## src/hw/rtl/s9wp_pkg.sv

```systemverilog
// ----------------------------------------------------------------------------
// s9wp_pkg
// Shared types and constants for the 9-bit word packer.
// ----------------------------------------------------------------------------
`default_nettype none

package s9wp_pkg;

    localparam int QueueDepth = 4;
    localparam int QueueAw    = $clog2(QueueDepth);
    localparam int QueueCw    = $clog2(QueueDepth + 1);

    localparam logic [2:0] PhaseFull  = 3'd7;
    localparam logic [3:0] ByteBits   = 4'd8;

    typedef struct packed {
        logic [7:0] b0;
        logic [7:0] b1;
        logic       two;
        logic       last_main;
        logic       tail_en;
        logic [7:0] tail;
        logic [2:0] pad_cnt;
    } t_cmd;

endpackage

`default_nettype wire

```

## src/hw/rtl/s9wp_front.sv

```systemverilog
// ----------------------------------------------------------------------------
// s9wp_front
// Accepts input bytes, builds 9-bit words and splits them into output-byte
// requests for the back end.
// ----------------------------------------------------------------------------
`default_nettype none

module s9wp_front (
    input  wire logic          i_clk,
    input  wire logic          i_rst_n,
    input  wire logic          i_valid,
    output logic               o_ready,
    input  wire logic [7:0]    i_byte_value,
    input  wire logic          i_is_data,
    input  wire logic          i_end_of_transfer,
    input  wire logic          i_full,
    output logic               o_push,
    output s9wp_pkg::t_cmd     o_cmd
);

    logic [2:0]  r_phase;
    logic [6:0]  r_pending;
    logic [2:0]  n_phase;
    logic [6:0]  n_pending;
    logic [15:0] acc;
    logic [3:0]  keep;
    logic [15:0] mask;
    logic [2:0]  q;
    logic [6:0]  word_pending;

    assign o_ready = !i_full;
    assign o_push  = i_valid && !i_full;

    always_comb begin
        acc  = {r_pending, i_is_data, i_byte_value};
        keep = {1'b0, r_phase} + 4'd1;
        mask = (16'd1 << keep) - 16'd1;
        o_cmd = '0;
        if (r_phase == s9wp_pkg::PhaseFull) begin
            o_cmd.b0     = acc[15:8];
            o_cmd.b1     = acc[7:0];
            o_cmd.two    = 1'b1;
            q            = 3'd0;
            word_pending = 7'd0;
        end else begin
            o_cmd.b0     = 8'(acc >> keep);
            q            = keep[2:0];
            word_pending = 7'(acc & mask);
        end
        o_cmd.last_main = i_end_of_transfer && (q == 3'd0);
        o_cmd.tail_en   = i_end_of_transfer && (q != 3'd0);
        o_cmd.tail      = 8'({1'b0, word_pending} << (s9wp_pkg::ByteBits - {1'b0, q}));
        o_cmd.pad_cnt   = 3'(s9wp_pkg::ByteBits - {1'b0, q});
        if (i_end_of_transfer) begin
            n_phase   = 3'd0;
            n_pending = 7'd0;
        end else begin
            n_phase   = q;
            n_pending = word_pending;
        end
    end

    always_ff @(posedge i_clk) begin
        if (!i_rst_n) begin
            r_phase   <= 3'd0;
            r_pending <= 7'd0;
        end else if (o_push) begin
            r_phase   <= n_phase;
            r_pending <= n_pending;
        end
    end

endmodule

`default_nettype wire

```

## src/hw/rtl/s9wp_queue.sv

```systemverilog
// ----------------------------------------------------------------------------
// s9wp_queue
// Short request queue between the front and back ends.
// ----------------------------------------------------------------------------
`default_nettype none

module s9wp_queue (
    input  wire logic                          i_clk,
    input  wire logic                          i_rst_n,
    input  wire logic                          i_push,
    input  wire s9wp_pkg::t_cmd                i_cmd,
    input  wire logic                          i_pop,
    output s9wp_pkg::t_cmd                     o_head,
    output logic                               o_full,
    output logic                               o_empty,
    output logic [s9wp_pkg::QueueCw-1:0]       o_count
);

    s9wp_pkg::t_cmd                    r_mem [s9wp_pkg::QueueDepth];
    logic [s9wp_pkg::QueueAw-1:0]      r_wptr;
    logic [s9wp_pkg::QueueAw-1:0]      r_rptr;
    logic [s9wp_pkg::QueueCw-1:0]      r_count;

    assign o_head  = r_mem[r_rptr];
    assign o_full  = (r_count == s9wp_pkg::QueueCw'(s9wp_pkg::QueueDepth));
    assign o_empty = (r_count == '0);
    assign o_count = r_count;

    always_ff @(posedge i_clk) begin
        if (i_push) begin
            r_mem[r_wptr] <= i_cmd;
        end
    end

    always_ff @(posedge i_clk) begin
        if (!i_rst_n) begin
            r_wptr  <= '0;
            r_rptr  <= '0;
            r_count <= '0;
        end else begin
            if (i_push) begin
                r_wptr <= r_wptr + 1'b1;
            end
            if (i_pop) begin
                r_rptr <= r_rptr + 1'b1;
            end
            if (i_push && !i_pop) begin
                r_count <= r_count + 1'b1;
            end else if (i_pop && !i_push) begin
                r_count <= r_count - 1'b1;
            end
        end
    end

endmodule

`default_nettype wire

```

## src/hw/rtl/s9wp_back.sv

```systemverilog
// ----------------------------------------------------------------------------
// s9wp_back
// Walks each request through its main bytes, flush byte and zero padding,
// one output byte per cycle unless stalled, into a registered output stage.
// ----------------------------------------------------------------------------
`default_nettype none

module s9wp_back (
    input  wire logic               i_clk,
    input  wire logic               i_rst_n,
    input  wire s9wp_pkg::t_cmd     i_head,
    input  wire logic               i_empty,
    output logic                    o_pop,
    output logic                    o_tvalid,
    input  wire logic               i_tready,
    output logic [7:0]              o_tdata,
    output logic                    o_tlast
);

    typedef enum logic [1:0] {
        ST_MAIN0,
        ST_MAIN1,
        ST_TAIL,
        ST_PAD
    } t_step;

    t_step       r_step;
    t_step       n_step;
    logic [2:0]  r_pad_left;
    logic [2:0]  n_pad_left;
    logic        r_tvalid;
    logic [7:0]  r_tdata;
    logic        r_tlast;
    logic        fire;
    logic [7:0]  byte_out;
    logic        last_out;

    assign fire     = !i_empty && (!r_tvalid || i_tready);
    assign o_tvalid = r_tvalid;
    assign o_tdata  = r_tdata;
    assign o_tlast  = r_tlast;

    always_comb begin
        n_step     = r_step;
        n_pad_left = r_pad_left;
        o_pop      = 1'b0;
        byte_out   = 8'd0;
        last_out   = 1'b0;
        case (r_step)
            ST_MAIN0: begin
                byte_out = i_head.b0;
                last_out = i_head.last_main && !i_head.two;
                if (i_head.two) begin
                    n_step = ST_MAIN1;
                end else if (i_head.tail_en) begin
                    n_step = ST_TAIL;
                end else begin
                    o_pop = fire;
                end
            end
            ST_MAIN1: begin
                byte_out = i_head.b1;
                last_out = i_head.last_main;
                if (i_head.tail_en) begin
                    n_step = ST_TAIL;
                end else begin
                    n_step = ST_MAIN0;
                    o_pop  = fire;
                end
            end
            ST_TAIL: begin
                byte_out   = i_head.tail;
                n_step     = ST_PAD;
                n_pad_left = i_head.pad_cnt;
            end
            ST_PAD: begin
                last_out = (r_pad_left == 3'd1);
                if (r_pad_left == 3'd1) begin
                    n_step = ST_MAIN0;
                    o_pop  = fire;
                end else begin
                    n_pad_left = r_pad_left - 3'd1;
                end
            end
            default: begin
                n_step = ST_MAIN0;
            end
        endcase
    end

    always_ff @(posedge i_clk) begin
        if (!i_rst_n) begin
            r_step     <= ST_MAIN0;
            r_pad_left <= 3'd0;
            r_tvalid   <= 1'b0;
            r_tdata    <= 8'd0;
            r_tlast    <= 1'b0;
        end else if (fire) begin
            r_step     <= n_step;
            r_pad_left <= n_pad_left;
            r_tvalid   <= 1'b1;
            r_tdata    <= byte_out;
            r_tlast    <= last_out;
        end else if (i_tready) begin
            r_tvalid   <= 1'b0;
        end
    end

endmodule

`default_nettype wire

```

## src/hw/rtl/spi_9bit_word_packer.sv

```systemverilog
// ----------------------------------------------------------------------------
// spi_9bit_word_packer
// Packs command/data bytes into 9-bit words for a 3-wire display link and
// emits the packed stream as bytes, padding each transfer to 72-bit blocks.
// Each input is written into the request queue, and its first output byte
// is then registered in the back end's output stage. Throughput: one output
// byte per cycle while requests are queued and the output is not stalled; an
// input yields one or two bytes, an end-of-transfer input up to nine with padding.
// A 4-entry request queue lets the input side run ahead of the output side.
// Reset (synchronous, active low) clears word phase, queue and output valid.
// ----------------------------------------------------------------------------
`default_nettype none

module spi_9bit_word_packer (
    input  wire logic          i_clk,
    input  wire logic          i_rst_n,
    input  wire logic          s_axis_tvalid,
    output logic               s_axis_tready,
    input  wire logic [7:0]    s_axis_tdata,   // [7:0] byte_value
    input  wire logic          s_axis_tuser,   // [0] is_data
    input  wire logic          s_axis_tlast,
    output logic               m_axis_tvalid,
    input  wire logic          m_axis_tready,
    output logic [7:0]         m_axis_tdata,   // [7:0] packed_byte
    output logic               m_axis_tlast
);

    s9wp_pkg::t_cmd                    push_cmd;
    s9wp_pkg::t_cmd                    head_cmd;
    logic                              push;
    logic                              pop;
    logic                              full;
    logic                              empty;
    logic [s9wp_pkg::QueueCw-1:0]      count;

    s9wp_front u_front (
        .i_clk             (i_clk),
        .i_rst_n           (i_rst_n),
        .i_valid           (s_axis_tvalid),
        .o_ready           (s_axis_tready),
        .i_byte_value      (s_axis_tdata),
        .i_is_data         (s_axis_tuser),
        .i_end_of_transfer (s_axis_tlast),
        .i_full            (full),
        .o_push            (push),
        .o_cmd             (push_cmd)
    );

    s9wp_queue u_queue (
        .i_clk   (i_clk),
        .i_rst_n (i_rst_n),
        .i_push  (push),
        .i_cmd   (push_cmd),
        .i_pop   (pop),
        .o_head  (head_cmd),
        .o_full  (full),
        .o_empty (empty),
        .o_count (count)
    );

    s9wp_back u_back (
        .i_clk    (i_clk),
        .i_rst_n  (i_rst_n),
        .i_head   (head_cmd),
        .i_empty  (empty),
        .o_pop    (pop),
        .o_tvalid (m_axis_tvalid),
        .i_tready (m_axis_tready),
        .o_tdata  (m_axis_tdata),
        .o_tlast  (m_axis_tlast)
    );

    a_count_bound: assert property (@(posedge i_clk) disable iff (!i_rst_n)
        count <= s9wp_pkg::QueueCw'(s9wp_pkg::QueueDepth))
        else $error("queue count out of range");

    a_no_push_full: assert property (@(posedge i_clk) disable iff (!i_rst_n)
        full |-> !push)
        else $error("push into full queue");

    a_no_pop_empty: assert property (@(posedge i_clk) disable iff (!i_rst_n)
        pop |-> !empty)
        else $error("pop from empty queue");

    a_pop_emits: assert property (@(posedge i_clk) disable iff (!i_rst_n)
        pop |=> m_axis_tvalid)
        else $error("request retired without output byte");

endmodule

`default_nettype wire

```

## config.mk

```make
export PLATFORM = sky130hd
export DESIGN_NAME = spi_9bit_word_packer
export DESIGN_NICKNAME = d
export VERILOG_FILES = /design/src/hw/rtl/s9wp_pkg.sv /design/src/hw/rtl/s9wp_front.sv /design/src/hw/rtl/s9wp_queue.sv /design/src/hw/rtl/s9wp_back.sv /design/src/hw/rtl/spi_9bit_word_packer.sv
export SDC_FILE = /design/constraint.sdc
export NUM_CORES = 1
export LEC_CHECK = 0
export BUFFER_PORTS_ARGS = -buffer_cell sky130_fd_sc_hd__buf_2
export CAP_MARGIN = 15
export CORE_ASPECT_RATIO = 1.5
export CORE_MARGIN = 2
export CORE_UTILIZATION = 40
export CTS_BUF_LIST = sky130_fd_sc_hd__clkbuf_16
export CTS_CLUSTER_DIAMETER = 80
export DETAILED_ROUTE_END_ITERATION = 12
export PLACE_DENSITY_LB_ADDON = 0.12
export SETUP_SLACK_MARGIN = 0.1
export SYNTH_ARGS = -nofsm -noshare
export SYNTH_HDL_FRONTEND = slang
export SYNTH_SLANG_ARGS = --single-unit
```

## constraint.sdc

```tcl
create_clock -name i_clk -period 5.12 [get_ports i_clk]
set_input_delay 0.512 -clock i_clk [delete_from_list [all_inputs] [get_ports i_clk]]
set_output_delay 0.512 -clock i_clk [all_outputs]
set_load 0.01 [all_outputs]
```

==> flow_summary.ini <==
[power]
p_leak_nw = 2.80
max-vdd-ir-drop_mv = 0.137
power.switching_mw = 1.14
power_density_nw_per_um2 = 484
power_frac_comb_pct = 25.0
seqPwrFrac_pct = 42.2
p_sw_share_pct = 29.1
clock_power_share_pct = 32.8
internal_power_mw = 2.78

[floorplanning]
ios = 25
start_util_pct = 40.4
die_h_microns = 168
coreArea_sq_um = 17800
std_cell_rows = 60
die_area_sq_um = 19100
die_w_microns = 113

[synthesis]
synth_enable_flop_cells = 120
async_flop_share_pct = 0
ys_warn_count = 0
synth_ff_type = edfxtp_1
synth_nets = 555
netlist_top_cells_area = edfxtp_1 50%, mux4_2 10%, dfxtp_1 9.5%
ys_seq_area_share_pct = 59.6
synth_common_cells = 120 x edfxtp_1, 42 x a21oi_1, 40 x nor2_1
synth_top_area_share_pct = 50.1
synth.avg_cell_area_sq_um = 13.7
synthMostInstantiatedCell = edfxtp_1
synth_area_sq_um = 7190
yosys.area.top_type = edfxtp_1
synth-seq-cells = 154
syn_inst = 524
yosysUniqueCellTypes = 64

[sta]
worst_slew_pin_slew_ns = 0.848
fin_crit_ns = 3.79
rsz0062_at_grt = false
skew_ns = 0.00573
hold_viol_final = 0
finalCritPeriodShare_pct = 74.0
max_slew_margin_pct = 43.5
hold_ws_ns = 0.415
setup_viol = 0
setup_tns_ns = 0
fmaxAchievable_ghz = 0.264
drv_slew = 0

[grt]
grt_pass1_wl_microns = 25300
grt_max_degree = 31
grt_use_total_pct = 17.8
grt_overflow = 0
antenna_found_initial = 0
grt_pass1_vias = 4461

[cts]
cts-root-buf = clkbuf_16
clkLatencyLatePin_ns = 0.42
cts_resized = 0
cts_tree = yes
cts_buffers = 17
cts.sinks = 154
htree_levels = 4
clockBufferDepth = 2
cts.clk_slew.worst_paths_ns = 0.06
cts_setup_buffers = 0
cts.hold.buffers_added = 0

[route]
via_count = 4330
initialDrtViolationCount = 271
drt-total-wl_microns = 15800
wire_per_inst_microns = 20.5
via_per_inst = 5.59
final_antenna_net_count = 0
drcViolationCount = 0
dr.pass1.iters = 4

[cells_and_area]
num-fill-cells = 1547
area_growth_syn_to_layout_pct = 12.4
utilization_pct = 45.4
nets = 576
diodes = 0
drive_above_1_share_pct = 20.8

[critical_path]
slowest_stage = ha_1
crit_arrival_ns = 3.95
cpPeakStageDelay_ns = 0.71
crit_path_max_fanout = 26
cp-end-kind = flop
start_kind = flop
worstSetupPathType = flop to flop
cp_cell_sequence = buf_4 -> ha_1 -> ha_1 -> inv_1 -> nand2_1 -> ha_1 -> ha_1 -> or3_1 -> o32ai_1
crit_top_cell = ha_1
required_ns = 5.28

[outcome]
status = finished, final reports clean

[flow_run]
drv_cap = 0

[placed_design]
hpwl_microns = 10900
routabilityCongestion = 0.869
port_buffers = 24

[worst_hold_path]
holdCritPathClass = input port to flop
==> power groups by stage <==
stage,registers [mW],logic [mW],clock network [mW]
finish,1.65,0.978,1.29
global route,1.67,1.10,1.37
CTS,1.65,0.999,1.31
detailed placement,1.68,0.993,0
global placement,1.67,0.981,0
floorplan,1.63,0.787,0
==> final cells by class <==
class	count	area (sq um)	area share (%)
timing repair buffer	33	188	2.32
clock buffer	17	425	5.26
inverter	18	67.6	0.836
sequential	154	4290	53.0
multi-input combinational	321	2660	32.9
clock inverter	14	181	2.25
tap	217	272	3.36
==> placed cells by master (no fill, tap or decap), types with 7 or more instances in the layout <==
| master | netlist | layout |
|---|---|---|
| a211oi_1 | 9 | 9 |
| a21oi_1 | 42 | 42 |
| and2_1 | 12 | 12 |
| buf_2 | 10 | 24 |
| buf_4 | 5 | 9 |
| clkbuf_16 | 0 | 17 |
| dfxtp_1 | 34 | 33 |
| edfxtp_1 | 120 | 120 |
| ha_1 | 16 | 16 |
| inv_1 | 17 | 18 |
| mux2_2 | 7 | 7 |
| mux2i_1 | 24 | 24 |
| mux4_2 | 32 | 32 |
| nand2_1 | 24 | 24 |
| nand3_1 | 11 | 11 |
| nor2_1 | 40 | 40 |
| nor2b_1 | 7 | 7 |
| nor3_1 | 10 | 10 |
| o21ai_0 | 22 | 22 |
==> worst max-delay path, delay by kind of cell, from the launching register on <==
| kind | cells | cell delay [ns] |
|---|---|---|
| adders and majority gates | 4 | 1.45 |
| buffers and inverters | 2 | 0.70 |
| and+or+nand+nor | 2 | 0.58 |
| AOI/OAI and AO/OA | 1 | 0.48 |
| DFF | 1 | 0.30 |
==> path summary, 6_finish.rpt <==
check,slack [ns],cells past startpoint,to,startpoint
setup / recovery,1.33,9,u_queue.r_mem[3][7]$_DFFE_PP_,u_front.r_phase[1]$_SDFFE_PN0P_
hold / removal,0.41,4,u_back.o_tvalid$_SDFFE_PN0P_,m_axis_tready
setup reg to reg,1.33,9,u_queue.r_mem[3][7]$_DFFE_PP_,u_front.r_phase[1]$_SDFFE_PN0P_
hold reg to reg,0.49,2,flop,u_queue.r_rptr[1]$_SDFFE_PN0P_
==> layer usage <==
| layer | share of wire, % | track usage (%) |
|---|---|---|
| met5 | 0 | 0 |
| met4 | 2.7 | 7.21 |
| met3 | 3.1 | 3.82 |
| met2 | 52 | 30.3 |
| met1 | 42 | 22.0 |
==> kinds of logic (layout without fill, tap and decap cells) <==
| kind of cell | after synthesis | count (layout) | synth area share, % |
|---|---|---|---|
| AO/OA/AOI/OAI | 107 | 107 | 9.41 |
| buffers and inverters | 49 | 82 | 3.41 |
| multiplexers | 64 | 64 | 14.8 |
| flip-flops | 154 | 154 | 59.6 |
| XOR/XNOR | 3 | 3 | 0.365 |
| adder cells (fa/ha/maj) | 17 | 17 | 3.06 |
| AND/OR/NAND/NOR | 130 | 130 | 9.34 |
==> registers in the layout, summed over array words and instances (netlist names), named ones only <==
signal             cells
u_back.o_tdata         8
u_back.o_tlast         1
u_back.o_tvalid        1
u_back.r_pad_left      3
u_back.r_step          2
u_front.r_pending      7
u_front.r_phase        3
u_queue.o_count        3
u_queue.r_mem        120
u_queue.r_rptr         2
u_queue.r_wptr         2
==> per-stage QoR <==
step                worst slack, ns  instance area (sq um)  instances  total power [mW]
CTS                            1.34                   8080        774              3.96
global route                  0.952                   8080        774              4.13
global placement               1.59                   7470        743              2.65
detailed placement             1.35                   7470        743              2.67
floorplan                      2.05                   7190        524              2.42
finish                         1.33                   8080        774              3.91
Note: power is estimated with default switching activity, not from simulation.
